### config.mk
export PLATFORM = sky130hd
export DESIGN_NAME = scb_record_decompressor_flat
export DESIGN_NICKNAME = d
export VERILOG_FILES = /design/src/sv/scb_rd_pkg.sv /design/src/sv/scb_rd_if.sv /design/src/sv/scb_record_decompressor.sv /design/src/sv/scb_rd_core.sv /design/src/sv/scb_rd_fifo.sv /design/src/flat_wrapper.sv
export SDC_FILE = /design/constraint.sdc
export NUM_CORES = 1
export LEC_CHECK = 0
export ABC_CLOCK_PERIOD_IN_PS = 8800
export BUFFER_PORTS_ARGS = -buffer_cell sky130_fd_sc_hd__buf_4
export CAP_MARGIN = 20
export CORE_ASPECT_RATIO = 1.4
export CORE_MARGIN = 1
export CORE_UTILIZATION = 40
export CTS_BUF_LIST = sky130_fd_sc_hd__clkbuf_8 sky130_fd_sc_hd__clkbuf_16
export DETAILED_ROUTE_END_ITERATION = 10
export PLACE_DENSITY = 0.67
export RECOVER_POWER = 100
export SLEW_MARGIN = 10
export SYNTH_ARGS = -nofsm -noshare
export SYNTH_HDL_FRONTEND = slang
export SYNTH_SLANG_ARGS = --single-unit
### constraint.sdc
create_clock -name i_clk -period 8.8 [get_ports i_clk]
set_input_delay 2.64 -clock i_clk [delete_from_list [all_inputs] [get_ports i_clk]]
set_output_delay 2.64 -clock i_clk [all_outputs]
set_load 0.05 [all_outputs]
### src/sv/scb_rd_pkg.sv
// ----------------------------------------------------------------------------
// scb_rd_pkg
// Shared types and constants for the record decompressor.
// ----------------------------------------------------------------------------
package scb_rd_pkg;

    localparam int RUN_W      = 10;   // run_length / record_length width
    localparam int FIFO_DEPTH = 4;    // result queue entries

    // record kinds as sampled with the descriptor
    localparam logic [1:0] KIND_PUNCH   = 2'd1;
    localparam logic [1:0] KIND_CONSOLE = 2'd2;

    localparam logic [7:0] PRINT_BLANK   = 8'h20;
    localparam logic [7:0] PUNCH_BLANK   = 8'h40;
    localparam logic [7:0] NEWLINE       = 8'h0A;
    localparam logic [7:0] DESC_SPACE_NL = 8'h91;
    localparam logic [3:0] DESC_LINES_HI = 4'h8;

    typedef enum logic [2:0] {
        PH_DESC   = 3'd0,
        PH_FIRST  = 3'd1,
        PH_SCB    = 3'd2,
        PH_COPY   = 3'd3,
        PH_REPEAT = 3'd4,
        PH_SKIP   = 3'd5
    } t_phase;

    typedef enum logic [1:0] {
        ITEM_DATA = 2'd0,
        ITEM_TERM = 2'd1,
        ITEM_EOF  = 2'd2
    } t_item_kind;

    typedef struct packed {
        logic [7:0]       out_byte;
        logic [RUN_W-1:0] run_length;
        t_item_kind       item_kind;
        logic             last;
        logic [RUN_W-1:0] record_length;
        logic             overflow;
    } t_result;

    // up to two results written into the queue per processed byte
    typedef struct packed {
        logic [1:0] cnt;
        t_result    r0;
        t_result    r1;
    } t_push;

    function automatic t_result mk_result(
        input logic [7:0]       byte_val,
        input logic [RUN_W-1:0] len,
        input t_item_kind       kind,
        input logic [RUN_W-1:0] rlen,
        input logic             ovf
    );
        t_result r;
        r.out_byte      = byte_val;
        r.run_length    = len;
        r.item_kind     = kind;
        r.last          = 1'b0;
        r.record_length = rlen;
        r.overflow      = ovf;
        return r;
    endfunction

endpackage

### src/sv/scb_rd_if.sv
// ----------------------------------------------------------------------------
// scb_rd_if
// Valid/ready channels for received bytes and decompressed runs.
// ----------------------------------------------------------------------------
interface scb_rd_in_if;
    logic       valid;
    logic       ready;
    logic [7:0] in_byte;
    logic [1:0] record_kind;

    modport source (output valid, output in_byte, output record_kind, input ready);
    modport sink   (input valid, input in_byte, input record_kind, output ready);
endinterface

interface scb_rd_out_if;
    logic       valid;
    logic       ready;
    logic [7:0] out_byte;
    logic [9:0] run_length;
    logic [1:0] item_kind;
    logic       last;
    logic [9:0] record_length;
    logic       overflow;

    modport source (
        output valid, output out_byte, output run_length, output item_kind,
        output last, output record_length, output overflow, input ready
    );
    modport sink (
        input valid, input out_byte, input run_length, input item_kind,
        input last, input record_length, input overflow, output ready
    );
endinterface

### src/sv/scb_record_decompressor.sv
// Path: an accepted byte is held in the input register, decoded from it, and its
//   runs are written into the result queue, which offers the first run to the sink.
// Throughput: one byte per cycle while the queue has room; a stalled sink holds it.
//   The rate is set by the four-entry result queue, which drains one run a cycle.
// Reset (synchronous, i_rst_n low): record state returns to waiting for a
//   descriptor and the input register and result queue are emptied.
// ----------------------------------------------------------------------------
// scb_record_decompressor
// Expands string-control-byte compressed print, punch and console records into
// byte runs, one received byte per transaction.
// ----------------------------------------------------------------------------
module scb_record_decompressor import scb_rd_pkg::*; #(
    parameter int MAX_RECORD = 512
) (
    input  logic          i_clk,
    input  logic          i_rst_n,
    scb_rd_in_if.sink     i_in,
    scb_rd_out_if.source  o_out
);

    // Runs produced by one decoded byte (zero, one or two of them).
    t_push w_push;
    // Queue has space for the worst case of two runs, so the core may advance.
    logic  w_room;

    // Core: holds the accepted byte, walks the record phases (descriptor,
    // control byte, copy, repeat, skip to end of file), keeps printer blanks
    // as a count and tracks the saturating record length.
    scb_rd_core #(
        .MAX_RECORD (MAX_RECORD)
    ) u_core (
        .i_clk   (i_clk),
        .i_rst_n (i_rst_n),
        .i_in    (i_in),
        .i_room  (w_room),
        .o_push  (w_push)
    );

    // Result queue: decouples the sink so that a stalled run does not stop
    // the next byte from being taken.
    scb_rd_fifo u_fifo (
        .i_clk   (i_clk),
        .i_rst_n (i_rst_n),
        .i_push  (w_push),
        .o_room  (w_room),
        .o_out   (o_out)
    );

endmodule

### src/sv/scb_rd_core.sv
// ----------------------------------------------------------------------------
// scb_rd_core
// Input register, record state and run generation for one byte per cycle while the queue has room.
// ----------------------------------------------------------------------------
module scb_rd_core import scb_rd_pkg::*; #(
    parameter int MAX_RECORD = 512
) (
    input  logic         i_clk,
    input  logic         i_rst_n,
    scb_rd_in_if.sink    i_in,
    input  logic         i_room,
    output t_push        o_push
);

    localparam int LW = $clog2(MAX_RECORD + 1);
    localparam int SW = LW + 2;
    localparam logic [LW-1:0] MAX_L = LW'(MAX_RECORD);
    localparam logic [SW-1:0] MAX_S = SW'(MAX_RECORD);

    // input register
    logic       r_in_valid;
    logic [7:0] r_byte;
    logic [1:0] r_kind_in;

    // record state
    t_phase        r_phase, n_phase;
    logic [1:0]    r_kind, n_kind;
    logic [7:0]    r_desc, n_desc;
    logic [5:0]    r_copy_rem, n_copy_rem;
    logic [4:0]    r_rep_cnt, n_rep_cnt;
    logic [LW-1:0] r_pend, n_pend;
    logic [LW-1:0] r_len, n_len;
    logic          r_ovf, n_ovf;

    logic       fire;
    logic       is_zero, is_copy, is_blank, is_rep;
    logic       dr_en, term_en, eof_en, load_en;
    logic [7:0] dr_byte;
    logic [5:0] dr_n;
    logic       printer, hold, flush;
    logic [SW-1:0]    psum, lsum;
    logic [RUN_W-1:0] len10;
    t_push      push;

    assign fire       = r_in_valid && i_room;
    assign i_in.ready = !r_in_valid || fire;

    assign is_zero  = (r_byte == 8'h00);
    assign is_copy  = (r_byte[7:6] == 2'b11);
    assign is_blank = (r_byte[7:5] == 3'b100);
    assign is_rep   = (r_byte[7:5] == 3'b101);

    always_ff @(posedge i_clk) begin
        if (!i_rst_n) begin
            r_in_valid <= 1'b0;
        end else if (i_in.ready) begin
            r_in_valid <= i_in.valid;
        end
        if (i_in.valid && i_in.ready) begin
            r_byte    <= i_in.in_byte;
            r_kind_in <= i_in.record_kind;
        end
    end

    // next phase
    always_comb begin
        n_phase = r_phase;
        unique case (r_phase) inside
            PH_FIRST, PH_SCB: begin
                if (is_zero)        n_phase = PH_DESC;
                else if (is_copy)   n_phase = (r_byte[5:0] != 6'd0) ? PH_COPY : PH_SCB;
                else if (is_blank)  n_phase = PH_SCB;
                else if (is_rep)    n_phase = PH_REPEAT;
                else                n_phase = PH_SKIP;
            end
            PH_COPY:   n_phase = ((r_copy_rem - 6'd1) == 6'd0) ? PH_SCB : PH_COPY;
            PH_REPEAT: n_phase = PH_SCB;
            PH_SKIP:   n_phase = is_zero ? PH_DESC : PH_SKIP;
            default:   n_phase = PH_FIRST;
        endcase
    end

    // per-phase actions
    always_comb begin
        dr_en      = 1'b0;
        dr_byte    = r_byte;
        dr_n       = 6'd1;
        term_en    = 1'b0;
        eof_en     = 1'b0;
        load_en    = 1'b0;
        n_copy_rem = r_copy_rem;
        n_rep_cnt  = r_rep_cnt;
        unique case (r_phase) inside
            PH_FIRST, PH_SCB: begin
                if (is_zero) begin
                    eof_en  = (r_phase == PH_FIRST);
                    term_en = (r_phase == PH_SCB);
                end else if (is_copy) begin
                    n_copy_rem = r_byte[5:0];
                end else if (is_blank) begin
                    dr_en   = 1'b1;
                    dr_byte = (r_kind == KIND_PUNCH) ? PUNCH_BLANK : PRINT_BLANK;
                    dr_n    = {1'b0, r_byte[4:0]};
                end else if (is_rep) begin
                    n_rep_cnt = r_byte[4:0];
                end
            end
            PH_COPY: begin
                dr_en      = 1'b1;
                n_copy_rem = r_copy_rem - 6'd1;
            end
            PH_REPEAT: begin
                dr_en     = 1'b1;
                dr_n      = {1'b0, r_rep_cnt};
                n_rep_cnt = 5'd0;
            end
            PH_SKIP: begin
                eof_en = is_zero;
            end
            default: begin
                load_en    = 1'b1;
                n_copy_rem = 6'd0;
                n_rep_cnt  = 5'd0;
            end
        endcase
    end

    // runs, blank holding and length count
    assign printer = !(r_kind == KIND_PUNCH || r_kind == KIND_CONSOLE);
    assign hold    = printer && (dr_byte == PRINT_BLANK);
    assign flush   = printer && (r_pend != '0) && !hold;
    assign psum    = SW'(r_pend) + SW'(dr_n);
    assign lsum    = SW'(r_len) + (flush ? SW'(r_pend) : SW'(0)) + SW'(dr_n);
    assign len10   = RUN_W'(r_len);

    always_comb begin
        n_pend   = r_pend;
        n_len    = r_len;
        n_ovf    = r_ovf;
        n_desc   = r_desc;
        n_kind   = r_kind;
        push.cnt = 2'd0;
        push.r0  = '0;
        push.r1  = '0;
        if (load_en) begin
            n_desc = r_byte;
            n_kind = r_kind_in;
            n_pend = '0;
            n_len  = '0;
            n_ovf  = 1'b0;
        end
        if (dr_en && dr_n != 6'd0) begin
            if (hold) begin
                n_pend = (psum > MAX_S) ? MAX_L : psum[LW-1:0];
            end else begin
                if (flush) begin
                    push.r0  = mk_result(PRINT_BLANK, RUN_W'(r_pend), ITEM_DATA, '0, 1'b0);
                    push.r1  = mk_result(dr_byte, RUN_W'(dr_n), ITEM_DATA, '0, 1'b0);
                    push.cnt = 2'd2;
                    n_pend   = '0;
                end else begin
                    push.r0  = mk_result(dr_byte, RUN_W'(dr_n), ITEM_DATA, '0, 1'b0);
                    push.cnt = 2'd1;
                end
                if (lsum > MAX_S) begin
                    n_len = MAX_L;
                    n_ovf = 1'b1;
                end else begin
                    n_len = lsum[LW-1:0];
                end
            end
        end
        if (eof_en) begin
            push.r0  = mk_result(8'h00, '0, ITEM_EOF, '0, 1'b0);
            push.cnt = 2'd1;
        end
        if (term_en) begin
            push.cnt = 2'd1;
            unique case (r_kind)
                KIND_PUNCH:   push.r0 = mk_result(8'h00, '0, ITEM_TERM, len10, r_ovf);
                KIND_CONSOLE: push.r0 = mk_result(NEWLINE, RUN_W'(1), ITEM_TERM, len10, r_ovf);
                default: begin
                    n_pend = '0;
                    if (r_desc[7:4] == DESC_LINES_HI) begin
                        push.r0 = mk_result(NEWLINE, RUN_W'(r_desc[1:0]), ITEM_TERM,
                                            len10, r_ovf);
                    end else if (r_desc == DESC_SPACE_NL) begin
                        push.r0  = mk_result(PRINT_BLANK, RUN_W'(1), ITEM_TERM, len10, r_ovf);
                        push.r1  = mk_result(NEWLINE, RUN_W'(1), ITEM_TERM, len10, r_ovf);
                        push.cnt = 2'd2;
                    end else begin
                        push.r0 = mk_result(NEWLINE, RUN_W'(1), ITEM_TERM, len10, r_ovf);
                    end
                end
            endcase
        end
        push.r0.last = (push.cnt == 2'd1);
        push.r1.last = (push.cnt == 2'd2);
    end

    always_comb begin
        o_push     = push;
        o_push.cnt = fire ? push.cnt : 2'd0;
    end

    always_ff @(posedge i_clk) begin
        if (!i_rst_n) begin
            r_phase    <= PH_DESC;
            r_kind     <= 2'd0;
            r_desc     <= 8'h00;
            r_copy_rem <= 6'd0;
            r_rep_cnt  <= 5'd0;
            r_pend     <= '0;
            r_len      <= '0;
            r_ovf      <= 1'b0;
        end else if (fire) begin
            r_phase    <= n_phase;
            r_kind     <= n_kind;
            r_desc     <= n_desc;
            r_copy_rem <= n_copy_rem;
            r_rep_cnt  <= n_rep_cnt;
            r_pend     <= n_pend;
            r_len      <= n_len;
            r_ovf      <= n_ovf;
        end
    end

endmodule

### src/sv/scb_rd_fifo.sv
// ----------------------------------------------------------------------------
// scb_rd_fifo
// Small result queue: takes up to two runs per cycle, hands out one.
// ----------------------------------------------------------------------------
module scb_rd_fifo import scb_rd_pkg::*; (
    input  logic          i_clk,
    input  logic          i_rst_n,
    input  t_push         i_push,
    output logic          o_room,
    scb_rd_out_if.source  o_out
);

    localparam int PW = $clog2(FIFO_DEPTH);
    localparam int CW = $clog2(FIFO_DEPTH + 1);

    t_result       r_mem [FIFO_DEPTH];
    logic [PW-1:0] r_wr, r_rd;
    logic [CW-1:0] r_count;
    logic          pop;
    t_result       head;

    assign head   = r_mem[r_rd];
    assign pop    = o_out.valid && o_out.ready;
    assign o_room = (r_count <= CW'(FIFO_DEPTH - 2));

    assign o_out.valid         = (r_count != '0);
    assign o_out.out_byte      = head.out_byte;
    assign o_out.run_length    = head.run_length;
    assign o_out.item_kind     = head.item_kind;
    assign o_out.last          = head.last;
    assign o_out.record_length = head.record_length;
    assign o_out.overflow      = head.overflow;

    always_ff @(posedge i_clk) begin
        if (i_push.cnt != 2'd0) begin
            r_mem[r_wr] <= i_push.r0;
        end
        if (i_push.cnt == 2'd2) begin
            r_mem[r_wr + PW'(1)] <= i_push.r1;
        end
    end

    always_ff @(posedge i_clk) begin
        if (!i_rst_n) begin
            r_wr    <= '0;
            r_rd    <= '0;
            r_count <= '0;
        end else begin
            r_wr    <= r_wr + PW'(i_push.cnt);
            r_rd    <= r_rd + PW'(pop);
            r_count <= r_count + CW'(i_push.cnt) - CW'(pop);
        end
    end

endmodule

### src/flat_wrapper.sv
// flat-port wrapper written by rule: the top's interface ports become plain ports
module scb_record_decompressor_flat import scb_rd_pkg::*;
#(
    parameter int MAX_RECORD = 512
)
  (i_clk, i_rst_n, i_in_valid, i_in_in_byte, i_in_record_kind, i_in_ready, o_out_valid, o_out_out_byte, o_out_run_length, o_out_item_kind, o_out_last, o_out_record_length, o_out_overflow, o_out_ready);
  scb_rd_in_if i_in_i ();
  scb_rd_out_if o_out_i ();
  input  logic i_clk;
  input  logic i_rst_n;
  input wire logic [$bits(i_in_i.valid)-1:0] i_in_valid;
  input wire logic [$bits(i_in_i.in_byte)-1:0] i_in_in_byte;
  input wire logic [$bits(i_in_i.record_kind)-1:0] i_in_record_kind;
  output wire logic [$bits(i_in_i.ready)-1:0] i_in_ready;
  output wire logic [$bits(o_out_i.valid)-1:0] o_out_valid;
  output wire logic [$bits(o_out_i.out_byte)-1:0] o_out_out_byte;
  output wire logic [$bits(o_out_i.run_length)-1:0] o_out_run_length;
  output wire logic [$bits(o_out_i.item_kind)-1:0] o_out_item_kind;
  output wire logic [$bits(o_out_i.last)-1:0] o_out_last;
  output wire logic [$bits(o_out_i.record_length)-1:0] o_out_record_length;
  output wire logic [$bits(o_out_i.overflow)-1:0] o_out_overflow;
  input wire logic [$bits(o_out_i.ready)-1:0] o_out_ready;
  assign i_in_i.valid = i_in_valid;
  assign i_in_i.in_byte = i_in_in_byte;
  assign i_in_i.record_kind = i_in_record_kind;
  assign i_in_ready = i_in_i.ready;
  assign o_out_valid = o_out_i.valid;
  assign o_out_out_byte = o_out_i.out_byte;
  assign o_out_run_length = o_out_i.run_length;
  assign o_out_item_kind = o_out_i.item_kind;
  assign o_out_last = o_out_i.last;
  assign o_out_record_length = o_out_i.record_length;
  assign o_out_overflow = o_out_i.overflow;
  assign o_out_i.ready = o_out_ready;
  scb_record_decompressor #(.MAX_RECORD(MAX_RECORD)) u_core (.i_clk(i_clk), .i_rst_n(i_rst_n), .i_in(i_in_i), .o_out(o_out_i));
endmodule
==> out/summary.txt, run 1 <==
LOGIC SYNTHESIS
------------------------------------------------------------------------------
Mean Syn Cell Area                                                  10.91 um^2
Most used flip-flop cell after synthesis                          sky130_fd_sc_hd__edfxtp_1
Netlist area before placement                                      10,170 um^2
Register bit count reported by yosys                                       191
Number of nets in the synthesized netlist                                  984
Number of enable flip-flop cells after synthesis                           114
Seq/Total Area, Yosys                                                   48.79%
Cell variety after synth                                                    78
Total number of yosys warnings                                               0
Async set-reset flop share out of synthesis                                 0%
Gate count after technology mapping                                        933

LAYOUT
------------------------------------------------------------------------------
Area occupied by registers                                           4966 um^2
Core Util, Final                                                        44.31%
Fill count                                                               2,344
Design Area, Final                                                 11,010 um^2
Diodes inserted                                                              0
Multi-input gate area in the final layout                            4716 um^2
Synthesis-to-finish area growth                                         8.202%
Fin nets                                                                   999
Filler-free cell count of the finished design                            1,276
Share of layout cells above drive strength 1                            8.741%

TIMING
------------------------------------------------------------------------------
Fmax                                                                 153.5 MHz
Worst Tran Pin Value                                                   2864 ps
Rel. slew slack                                                        -90.96%
Count of pins over their slew limit                                         88
Worst setup skew after layout                                         12.33 ps
Final cycle utilization of the critical path                            74.05%
Number of endpoints failing setup at the final stage                         0
Final critical-path setup slack                                        2283 ps
Post-layout min period                                                 6517 ps
Total count of hold-check failures in the final report                       0
Setup TNS                                                                 0 ps
RSZ-0062 raised after global routing                                        no

CLOCK NETWORK
------------------------------------------------------------------------------
Latest clock arrival within the worst-skew pair                         440 ps
Number of sinks on the clock net                                           191
Clock transition at path regs                                            70 ps
Deepest clock path buffer count                                              2
TritonCTS Buffers                                                           17
Clock tree from TritonCTS                                                built
Count of H-tree levels built during CTS                                      4
Count of cells resized by post-cts repair                                    0
Post CTS Setup Buffer Count                                                  0
Cell at the root of the clock tree                                sky130_fd_sc_hd__clkbuf_16
Number of hold buffers added after cts                                       0

ROUTE
------------------------------------------------------------------------------
Number of vias per cell after detailed routing                           5.690
Remaining antenna violation count after routing                              0
TritonRoute pass-1 iters                                                     5
Total routed wirelength                                               24.82 mm
DRC violation total after the first TritonRoute iteration                  714
Average detailed-routed wire length per instance                      19.45 um
Remaining design rule violation count                                        0
Via Count                                                                7,260

WORST SETUP PATH
------------------------------------------------------------------------------
Endpoint of the most critical register-to-register path           u_core.u_fifo.r_mem[0][0]
Reg2Reg Setup Slack                                                    2780 ps
Max Fanout on Critical Path                                                 33
Origin of the critical flop-to-flop path                          u_core.u_core.r_phase[0]
Critical Path Sink Type                                           primary output
Timing endpoint of the critical path                              o_out_item_kind[1]
Origin of the worst setup path                                    u_core.u_fifo.r_rd[0]
Length in cells of the worst reg-to-reg path                                 8
Worst setup SP type                                                  flip-flop
WS Path Type                                                      flip-flop to primary output
Arrival @ worst endpoint                                               3880 ps
Required time of the critical path                                     6160 ps

GLOBAL ROUTING
------------------------------------------------------------------------------
Maximum number of pins on one net before global-route repair                38
Busiest grt layer                                                         met2
Met3 global-route usage                                                 2.711%
Vias in the first global route                                           7,057
Global-route met1 utilization                                           24.73%
Global route total overflow                                                  0
Antenna violations before repair                                             0
Overall global routing resource usage                                   20.00%
Met2 demand-to-capacity share in global routing                         34.30%
Global-route wire length before repair                                39.19 mm

PLACE
------------------------------------------------------------------------------
Area post-placement                                                10,710 um^2
Number of cells after detailed placement                                 1,244
Port-buffer cells                                                           47
Last weighted congestion value of the routability-driven placer         0.8865
Pre-CTS worst setup slack                                              3135 ps
Hpwl dp                                                               17.46 mm

POWER AND IR DROP
------------------------------------------------------------------------------
Internal power                                                         1518 uW
Share of power burned in the clock network                               32.3%
Switching Power                                                       695.3 uW
Cell area power density                                           201.0 nW/um^2
Relative contribution of combinational cells to total power              22.5%
VDD IR max                                                           0.1481 mV
Flop pwr share                                                           45.1%
Switching share of total power                                          31.42%
Leak Pwr                                                           0.004020 uW

WORST HOLD PATH
------------------------------------------------------------------------------
Min-Delay Path Depth                                                         2
Class of the most critical hold timing path                       flip-flop to flip-flop

OUTCOME
------------------------------------------------------------------------------
Run status                                                        complete, but fails checks
Violations in the final reports                                   capacitance limit, slew limit

FLOORPLAN
------------------------------------------------------------------------------
Starting utilization of the core area                                   40.95%
Floorplan core area                                                24,840 um^2
Area of the die                                                    26,090 um^2
Die Span X                                                            136.8 um
Top Ports                                                                   48
Vertical die dimension                                                190.7 um
Row count                                                                   68

RUN
------------------------------------------------------------------------------
Maximum Capacitance Violations                                               4

[through the flow]
step | hold WS [ps] | total power, uW
after floorplan | 451.4 | 1424
after global placement | 466.6 | 1551
after detailed placement | 481.3 | 1556
after CTS | 493.5 | 2260
after global routing | 506.3 | 2302
final | 487.9 | 2213
[Yosys cell counts (4+ instances only)]
library cell | instances | area share, %
sky130_fd_sc_hd__and2_1 | 56 | 3.4
sky130_fd_sc_hd__dfxtp_1 | 77 | 15
sky130_fd_sc_hd__nand2b_1 | 21 | 1.3
sky130_fd_sc_hd__nor3_1 | 22 | 1.1
sky130_fd_sc_hd__o22ai_1 | 28 | 1.7
sky130_fd_sc_hd__a21o_1 | 13 | 0.96
sky130_fd_sc_hd__edfxtp_1 | 114 | 34
sky130_fd_sc_hd__nand4_1 | 4 | 0.25
sky130_fd_sc_hd__fa_1 | 8 | 1.6
sky130_fd_sc_hd__clkbuf_1 | 29 | 1.1
sky130_fd_sc_hd__nor4_1 | 8 | 0.49
sky130_fd_sc_hd__a31oi_1 | 8 | 0.49
sky130_fd_sc_hd__buf_2 | 12 | 0.59
sky130_fd_sc_hd__o21ai_0 | 29 | 1.4
sky130_fd_sc_hd__ha_1 | 29 | 3.6
sky130_fd_sc_hd__a21oi_1 | 47 | 2.3
sky130_fd_sc_hd__a22o_1 | 7 | 0.60
sky130_fd_sc_hd__o211ai_1 | 5 | 0.37
sky130_fd_sc_hd__xor2_1 | 6 | 0.52
sky130_fd_sc_hd__nand3_1 | 14 | 0.69
sky130_fd_sc_hd__a211oi_1 | 4 | 0.30
sky130_fd_sc_hd__nor2_1 | 102 | 3.8
sky130_fd_sc_hd__nor4b_1 | 4 | 0.34
sky130_fd_sc_hd__buf_4 | 6 | 0.44
sky130_fd_sc_hd__inv_1 | 35 | 1.3
sky130_fd_sc_hd__xnor2_1 | 14 | 1.2
sky130_fd_sc_hd__o2111ai_1 | 9 | 0.77
sky130_fd_sc_hd__a22oi_1 | 7 | 0.52
sky130_fd_sc_hd__mux4_2 | 32 | 7.1
sky130_fd_sc_hd__buf_1 | 8 | 0.30
sky130_fd_sc_hd__and3_1 | 10 | 0.61
sky130_fd_sc_hd__nand2_1 | 59 | 2.2
sky130_fd_sc_hd__nor3_2 | 6 | 0.59
sky130_fd_sc_hd__mux2i_1 | 34 | 3.3
sky130_fd_sc_hd__or3_1 | 4 | 0.25
[routing by layer]
layer  part of all wire (%)  vias up
li1                       -     3478
met1                     42     3504
met2                     50      230
met3                    4.7       48
met4                    3.6        0
met5                      0        -
[critical path, cell delays in order (launching register included)]
cell and delay [ps]:
sky130_fd_sc_hd__dfxtp_2 310, sky130_fd_sc_hd__clkbuf_1 2000, sky130_fd_sc_hd__mux4_2 590, sky130_fd_sc_hd__clkbuf_1 480
[placed cells by master, fill, tap and decap left out, types with 18 or more instances in the layout]
master and n:
sky130_fd_sc_hd__edfxtp_1 114, sky130_fd_sc_hd__clkbuf_16 18, sky130_fd_sc_hd__o21ai_0 31, sky130_fd_sc_hd__mux2i_1 34
sky130_fd_sc_hd__a21oi_1 49, sky130_fd_sc_hd__nor3_1 26, sky130_fd_sc_hd__nand2_1 59, sky130_fd_sc_hd__and2_0 37
sky130_fd_sc_hd__clkbuf_1 38, sky130_fd_sc_hd__mux4_2 32, sky130_fd_sc_hd__nand2b_1 21, sky130_fd_sc_hd__dfxtp_1 76
sky130_fd_sc_hd__inv_1 41, sky130_fd_sc_hd__o22ai_1 28, sky130_fd_sc_hd__nor2_1 103, sky130_fd_sc_hd__ha_1 29
sky130_fd_sc_hd__and2_1 20
[kinds of logic after synthesis]
logic type,after synthesis,synth area share [%]
muxes,66,10.43
and+or+nand+nor,326,16.29
buffers and inverters,94,3.984
AOI/OAI and AO/OA,198,13.48
DFF,191,48.79
xor gates and xnor gates,21,1.882
adders and majority gates,37,5.140
[sequential cells by signal (all words and copies together) (netlist names), 3 cells and up]
name and cells:
u_core.u_core.len10 10, u_core.u_core.r_copy_rem 6, u_core.u_core.r_byte 8, u_core.u_core.r_desc 8, u_core.u_core.r_pend 10, u_core.u_fifo.r_count 3, u_core.u_fifo.r_mem 128, u_core.u_core.r_rep_cnt 5
u_core.u_core.r_phase 3
[cell type report]
class | count | area share [%]
clock inverters | 13 | 0.6819
well taps | 315 | 3.580
inverters | 37 | 1.262
multi-input cells | 648 | 42.83
flip-flops and latches | 191 | 45.11
clock buffers | 19 | 4.216
repair buffers | 53 | 2.318
[how the worst min path moves through the flow]
| stage | end | from | slack [ps] |
|---|---|---|---|
| after detailed placement | u_core.u_core.r_kind[1] | u_core.u_core.r_kind_in[1] | 480 |
| after global placement | u_core.u_core.r_kind[1] | u_core.u_core.r_kind_in[1] | 470 |
| after floorplan | u_core.u_fifo.r_mem[3][13] | u_core.u_fifo.r_mem[3][13] | 450 |
| final | u_core.u_core.r_kind[1] | u_core.u_core.r_kind_in[1] | 490 |
| after global routing | u_core.u_core.r_rep_cnt[1] | u_core.u_core.r_rep_cnt[1] | 510 |
| after CTS | u_core.u_core.r_rep_cnt[1] | u_core.u_core.r_rep_cnt[1] | 490 |
[power by group through the flow]
stage,combinational (uW),clock (uW),sequential (uW)
floorplan,423,0,1000
global placement,534,0,1020
detailed placement,537,0,1020
CTS,539,722,999
global route,541,758,1000
finish,498,716,999
No activity file was read; power rests on OpenSTA's default activity.
==> run 2, diff against run 1 <==
Settings changed: ABC_CLOCK_PERIOD_IN_PS 8800 to 5400, PLACE_DENSITY 0.67 to 0.69.
Clock period 8.8 ns to 5.4 ns, I/O delays scaled along.
==> out/summary.txt, run 2 (synthesis results as in run 1) <==
OUTCOME
----------------------------------------------------------------------------------
Run status                                                            complete, but fails checks
Violations in the final reports                                       capacitance limit, slew limit

GLOBAL ROUTING
----------------------------------------------------------------------------------
Global route total overflow                                                      0   unchanged
Maximum number of pins on one net before global-route repair                    38   unchanged
Global-route wire length before repair                                    39.76 mm   +1.5%
Vias in the first global route                                               7,255   +2.8%
Antenna violations before repair                                                 0   unchanged
Overall global routing resource usage                                       20.43%   +0.43 points

TIMING
----------------------------------------------------------------------------------
Worst hold-check slack                                                    483.5 ps   -4.446 ps
Count of pins over their slew limit                                             60   -32%
Total count of hold-check failures in the final report                           0   unchanged
Fmax                                                                     201.9 MHz
Number of endpoints failing setup at the final stage                             0   unchanged
Setup TNS                                                                     0 ps   unchanged
Worst Tran Pin Value                                                       2128 ps   -736.6 ps
Final cycle utilization of the critical path                                91.72%
Worst setup skew after layout                                             12.55 ps   +0.2147 ps
Final critical-path setup slack                                           447.3 ps   -1836 ps
Rel. slew slack                                                            -43.35%   +48 points
Post-layout min period                                                     4953 ps
RSZ-0062 raised after global routing                                            no

POWER AND IR DROP
----------------------------------------------------------------------------------
Relative contribution of combinational cells to total power                  21.3%   -1.2 points
Share of power burned in the clock network                                   34.3%   +2.0 points
Internal power                                                             2539 uW   +67%
Switching share of total power                                              31.04%   -0.38 points
VDD IR max                                                               0.2350 mV   +59%
Leak Pwr                                                               0.004143 uW   +3.0%
Flop pwr share                                                               44.4%   -0.7 points
Switching Power                                                            1143 uW   +64%
Cell area power density                                               327.0 nW/um^2   +63%

CLOCK NETWORK
----------------------------------------------------------------------------------
Cell at the root of the clock tree                                    sky130_fd_sc_hd__clkbuf_16
Clock transition at path regs                                                70 ps   about the same
Latest clock arrival within the worst-skew pair                             450 ps   about the same
Number of sinks on the clock net                                               191   unchanged
Clock tree from TritonCTS                                                    built
Deepest clock path buffer count                                                  2   unchanged
Count of H-tree levels built during CTS                                          4   unchanged
Number of hold buffers added after cts                                           0   unchanged
TritonCTS Buffers                                                               17   unchanged
Post CTS Setup Buffer Count                                                      0   unchanged
Count of cells resized by post-cts repair                                        0   unchanged

LAYOUT
----------------------------------------------------------------------------------
Fin nets                                                                     1,025   +2.6%
Share of layout cells above drive strength 1                                11.25%   +2.5 points
Diodes inserted                                                                  0   unchanged
Area occupied by registers                                               4966 um^2   unchanged
Fill count                                                                   2,326   -0.77%
Register with the most flip-flops                                     u_core.u_fifo.r_mem
Commonest cells after routing, fill and taps aside                    sky130_fd_sc_hd__edfxtp_1 (114), sky130_fd_sc_hd__nor2_1 (102), sky130_fd_sc_hd__dfxtp_1 (76)
Flip-flop count of the largest register, all copies and words added            128   unchanged
Synthesis-to-finish area growth                                             10.65%
Multi-input gate area in the final layout                                4748 um^2   +0.69%
Most common cell after layout, fill and taps aside                    sky130_fd_sc_hd__edfxtp_1

ROUTE
----------------------------------------------------------------------------------
Via Count                                                                    7,445   +2.5%
Remaining antenna violation count after routing                                  0   unchanged
Remaining design rule violation count                                            0   unchanged
Total routed wirelength                                                   25.66 mm   +3.4%
DRC violation total after the first TritonRoute iteration                      645   -9.7%
TritonRoute pass-1 iters                                                         5   unchanged
Number of vias per cell after detailed routing                               5.718   +0.50%
Average detailed-routed wire length per instance                          19.71 um   +1.3%

WORST SETUP PATH
----------------------------------------------------------------------------------
Origin of the critical flop-to-flop path                              u_core.u_core.r_phase[1]
Arrival @ worst endpoint                                                   5310 ps   +1430 ps
WS Path Type                                                          flip-flop to flip-flop
Max Fanout on Critical Path                                                     14   -58%
Endpoint of the most critical register-to-register path               u_core.u_core.len10[4]
Worst setup SP type                                                      flip-flop
Required time of the critical path                                         5750 ps   -410 ps
Length in cells of the worst reg-to-reg path                                    18   +10
Origin of the worst setup path                                        u_core.u_core.r_phase[1]
Critical Path Sink Type                                                  flip-flop
Reg2Reg Setup Slack                                                         450 ps   -2330 ps

PLACE
----------------------------------------------------------------------------------
Last weighted congestion value of the routability-driven placer             0.9285   +4.7%
Port-buffer cells                                                               47   unchanged
Hpwl dp                                                                   18.22 mm   +4.4%
Pre-CTS worst setup slack                                                 538.0 ps   -2597 ps

FLOORPLAN
----------------------------------------------------------------------------------
Floorplan core area                                                    24,840 um^2   unchanged
Die Span X                                                                136.8 um   unchanged
Row count                                                                       68   unchanged
Starting utilization of the core area                                       40.95%   unchanged
Vertical die dimension                                                    190.7 um   unchanged
Area of the die                                                        26,090 um^2   unchanged
Top Ports                                                                       48   unchanged

RUN
----------------------------------------------------------------------------------
Maximum Capacitance Violations                                                   3   -1

WORST HOLD PATH
----------------------------------------------------------------------------------
Class of the most critical hold timing path                           flip-flop to flip-flop
Endpoint, Worst Hold                                                  u_core.u_core.r_kind[1]
Min-Delay Path Depth                                                             2   unchanged
Start point of the worst hold path                                    u_core.u_core.r_kind_in[1]

## run 2: changes by cell type in the layout (fill, tap and decap cells not counted), sizes merged
| cell | before | now |
|---|---|---|
| clkbuf | 68 | 74 |
| buf | 4 | 24 |
| bufinv | 0 | 1 |
| inv | 43 | 45 |
| clkinvlp | 4 | 2 |
| clkinv | 3 | 2 |
## run 2: layer usage
| metal | part of all wire (%) | vias to the layer above | wire [um] | GRT usage, % |
|---|---|---|---|---|
| met4 | 4.2 | 0 | 1079 | 10.65 |
| li1 | - | 3531 | - | - |
| met5 | 0 | - | 0 | 0 |
| met3 | 5.3 | 57 | 1366 | 3.296 |
| met1 | 39 | 3590 | 9883 | 23.53 |
| met2 | 52 | 267 | 13330 | 36.02 |
## run 2: final cells by class
cell class | count | share of cell area, %
sequential | 191 | 44.11
multi-input combinational | 648 | 42.18
clock buffer | 19 | 4.123
timing repair buffer | 79 | 3.723
tap | 315 | 3.501
inverter | 37 | 1.234
clock inverter | 13 | 1.134
## run 2: metrics by stage
stage	instances	power, uW	utilization [%]	instance area [um^2]
detailed placement	1269	2502	43.86	10900
global route	1302	3822	45.32	11260
global placement	1269	2490	43.86	10900
finish	1302	3681	45.32	11260
CTS	1301	3758	46.24	11490
floorplan	933	2277	-	10170
## run 2: how the worst max path moves through the flow
| stage | end | slack [ps] | cells past startpoint |
|---|---|---|---|
| 5_1_grt | u_core.u_core.len10[4] | 180 | 18 |
| 6_report | u_core.u_core.len10[4] | 450 | 18 |
| 3_3_place_gp | u_core.u_core.len10[4] | 690 | 18 |
| 4_1_cts | u_core.u_core.len10[4] | 500 | 18 |
| 3_5_place_dp | u_core.u_core.len10[4] | 540 | 18 |
| 2_1_floorplan | u_core.u_core.len10[6] | 790 | 21 |
## run 2: power groups by stage
stage	logic [uW]	clock network, uW	registers [uW]
finish	784	1260	1630
global route	851	1330	1640
CTS	841	1280	1630
detailed placement	836	0	1670
global placement	827	0	1660
floorplan	645	0	1630
## run 2: critical path, cell delays in order, from the launching register on
cell and delay (ps):
sky130_fd_sc_hd__dfxtp_1 620, sky130_fd_sc_hd__xnor2_1 200, sky130_fd_sc_hd__o41ai_4 290, sky130_fd_sc_hd__nand2_1 170
sky130_fd_sc_hd__o41a_1 460, sky130_fd_sc_hd__nand2_1 110, sky130_fd_sc_hd__fa_1 420, sky130_fd_sc_hd__inv_1 60
sky130_fd_sc_hd__ha_1 160, sky130_fd_sc_hd__inv_1 70, sky130_fd_sc_hd__fa_1 450, sky130_fd_sc_hd__nand2b_1 180
sky130_fd_sc_hd__a21oi_1 160, sky130_fd_sc_hd__xnor2_1 190, sky130_fd_sc_hd__nand4b_1 170, sky130_fd_sc_hd__o41a_1 440
sky130_fd_sc_hd__nor2_1 370, sky130_fd_sc_hd__o2111ai_1 180, sky130_fd_sc_hd__a21oi_1 160
==> run 3, diff against run 2 <==
Settings changed: REMOVE_ABC_BUFFERS set to 1.
==> out/summary.txt, run 3 (synthesis results as in run 1) <==
TIMING
----------------------------------------------------------------------------------
RSZ-0062 raised after global routing                                            no
Worst Tran Pin Value                                                       1659 ps   -468.7 ps
Final cycle utilization of the critical path                                92.95%   +1.2 points
Rel. slew slack                                                            -11.62%   +32 points
Setup TNS                                                                     0 ps   unchanged
Fmax                                                                     199.2 MHz   -1.3%
Total count of hold-check failures in the final report                           0   unchanged
Number of endpoints failing setup at the final stage                             0   unchanged
Count of pins over their slew limit                                             12   -80%
Post-layout min period                                                     5019 ps   +66.38 ps
Worst setup skew after layout                                             9.007 ps   -3.541 ps

GLOBAL ROUTING
----------------------------------------------------------------------------------
Vias in the first global route                                               7,576   +4.4%
Global-route wire length before repair                                    41.53 mm   +4.4%
Antenna violations before repair                                                 0   unchanged
Overall global routing resource usage                                       21.23%   +0.79 points
Maximum number of pins on one net before global-route repair                    38   unchanged
Global route total overflow                                                      0   unchanged

LAYOUT
----------------------------------------------------------------------------------
Synthesis-to-finish area growth                                             10.76%
Register with the most flip-flops                                     u_core.u_fifo.r_mem
Core Util, Final                                                            45.36%   about the same
Commonest cells after routing, fill and taps aside                    sky130_fd_sc_hd__edfxtp_1 (114), sky130_fd_sc_hd__nor2_1 (102), sky130_fd_sc_hd__dfxtp_1 (77)
Diodes inserted                                                                  0   unchanged
Fin nets                                                                     1,022   -0.29%
Filler-free cell count of the finished design                                1,299   -0.23%
Flip-flop count of the largest register, all copies and words added            128   unchanged
Most common cell after layout, fill and taps aside                    sky130_fd_sc_hd__edfxtp_1
Share of layout cells above drive strength 1                                12.91%   +1.7 points

PLACE
----------------------------------------------------------------------------------
Last weighted congestion value of the routability-driven placer             0.8978   -3.3%
Hpwl dp                                                                   18.75 mm   +2.9%
Number of cells after detailed placement                                     1,267   -0.16%
Port-buffer cells                                                               47   unchanged

POWER AND IR DROP
----------------------------------------------------------------------------------
Switching share of total power                                              31.15%   +0.11 points
Leak Pwr                                                               0.004177 uW   +0.84%
Switching Power                                                            1149 uW   +0.53%
VDD IR max                                                               0.2230 mV   -5.1%
Internal power                                                             2539 uW   about the same
Flop pwr share                                                               44.8%   +0.4 points
Share of power burned in the clock network                                   34.6%   +0.3 points
Relative contribution of combinational cells to total power                  20.7%   -0.6 points
Cell area power density                                               327.2 nW/um^2   about the same

ROUTE
----------------------------------------------------------------------------------
DRC violation total after the first TritonRoute iteration                      538   -17%
Total routed wirelength                                                   26.18 mm   +2.0%
Average detailed-routed wire length per instance                          20.15 um   +2.3%
TritonRoute pass-1 iters                                                         5   unchanged
Via Count                                                                    7,505   +0.81%
Remaining design rule violation count                                            0   unchanged
Remaining antenna violation count after routing                                  0   unchanged
Number of vias per cell after detailed routing                               5.778   +1.0%

FLOORPLAN
----------------------------------------------------------------------------------
Row count                                                                       68   unchanged
Area of the die                                                        26,090 um^2   unchanged
Vertical die dimension                                                    190.7 um   unchanged
Starting utilization of the core area                                       40.95%   unchanged
Floorplan core area                                                    24,840 um^2   unchanged
Die Span X                                                                136.8 um   unchanged
Top Ports                                                                       48   unchanged

CLOCK NETWORK
----------------------------------------------------------------------------------
Count of H-tree levels built during CTS                                          4   unchanged
Cell at the root of the clock tree                                    sky130_fd_sc_hd__clkbuf_16
Latest clock arrival within the worst-skew pair                             450 ps   about the same
Post CTS Setup Buffer Count                                                      0   unchanged
Number of sinks on the clock net                                               191   unchanged
Deepest clock path buffer count                                                  2   unchanged
Clock transition at path regs                                                70 ps   about the same
Clock tree from TritonCTS                                                    built
TritonCTS Buffers                                                               17   unchanged

WORST SETUP PATH
----------------------------------------------------------------------------------
Critical Path Sink Type                                                  flip-flop
Required time of the critical path                                         5700 ps   -50 ps
Worst setup SP type                                                      flip-flop
Arrival @ worst endpoint                                                   5320 ps   about the same
WS Path Type                                                          flip-flop to flip-flop
Max Fanout on Critical Path                                                     14   unchanged

OUTCOME
----------------------------------------------------------------------------------
Violations in the final reports                                       capacitance limit, slew limit
Run status                                                            complete, but fails checks

RUN
----------------------------------------------------------------------------------
Maximum Capacitance Violations                                                   1   -2

WORST HOLD PATH
----------------------------------------------------------------------------------
Class of the most critical hold timing path                           flip-flop to flip-flop

[run 3: cell types whose count changed in the layout (fill, tap and decap cells not counted), moves of 2 or more]
cell                       change
sky130_fd_sc_hd__inv_8         -2
sky130_fd_sc_hd__and2_1        -5
sky130_fd_sc_hd__clkbuf_1     -19
sky130_fd_sc_hd__clkbuf_2     +17
sky130_fd_sc_hd__inv_6         +2
sky130_fd_sc_hd__buf_2         -2
sky130_fd_sc_hd__clkinv_1      +2
sky130_fd_sc_hd__clkinv_4      +2
sky130_fd_sc_hd__and2_0        +5
[run 3: worst paths after layout]
check / startpoint / slack (ps) / cells after the start / to
min: u_core.u_fifo.r_mem[1][19] / 490 / 2 / u_core.u_fifo.r_mem[1][19]
min reg2reg: u_core.u_fifo.r_mem[1][19] / 490 / 2 / u_core.u_fifo.r_mem[1][19]
max: u_core.u_core.r_phase[1] / 380 / 17 / u_core.u_fifo.r_count[2]
max reg2reg: u_core.u_core.r_phase[1] / 380 / 17 / u_core.u_fifo.r_count[2]
[run 3: critical path, stage by stage, from the launching register on]
cell and delay [ps]:
sky130_fd_sc_hd__dfxtp_1 620, sky130_fd_sc_hd__xnor2_1 220, sky130_fd_sc_hd__nor2_1 160, sky130_fd_sc_hd__clkbuf_1 470, sky130_fd_sc_hd__a221oi_1 200, sky130_fd_sc_hd__a32oi_2 450
sky130_fd_sc_hd__nand2b_1 360, sky130_fd_sc_hd__nor2_1 490, sky130_fd_sc_hd__o21ai_0 320, sky130_fd_sc_hd__nand2b_1 230, sky130_fd_sc_hd__ha_1 290, sky130_fd_sc_hd__inv_1 60
sky130_fd_sc_hd__ha_1 130, sky130_fd_sc_hd__inv_1 50, sky130_fd_sc_hd__fa_1 430, sky130_fd_sc_hd__xnor2_1 180, sky130_fd_sc_hd__xnor2_1 140, sky130_fd_sc_hd__nor2_1 50
[run 3: power by group through the flow]
stage,Clock [uW],Combinational [uW],Sequential [uW]
final,1270,762,1650
after global routing,1340,825,1660
after CTS,1290,815,1660
after detailed placement,0,811,1690
after global placement,0,805,1680
after floorplan,0,552,1700
[run 3: through the flow]
| stage | instance area (um^2) | total power [uW] | worst slack (ps) | hold WS (ps) |
|---|---|---|---|---|
| after floorplan | 9908 | 2254 | 562.1 | 451.4 |
| after global placement | 10890 | 2489 | 544.4 | 470.9 |
| after detailed placement | 10890 | 2499 | 492.7 | 482.9 |
| after CTS | 11480 | 3759 | 451.2 | 492.6 |
| after global routing | 11270 | 3825 | 22.13 | 522.9 |
| final | 11270 | 3688 | 380.9 | 492.4 |
[run 3: per-layer routing]
metal,global-route usage [%],vias up,routed length (um)
met5,0,-,0
met4,11.12,0,1121
met3,3.987,68,1279
met2,37.45,250,13690
met1,24.05,3667,10090
li1,-,3520,-
[run 3: what timing repair did]
item	4_1_cts	5_1_grt
gates resized for setup	0	2
hold buffers	0	0
endpoints found under the hold margin	0	0
endpoints found under the setup margin	0	9
[run 3: cell type report]
type	instances	area [um^2]
tap	315	394.1
sequential	191	4965
clock buffer	17	425.4
timing repair buffer	76	430.4
clock inverter	15	158.9
fill	2352	13570
multi-input combinational	648	4757
inverter	37	138.9
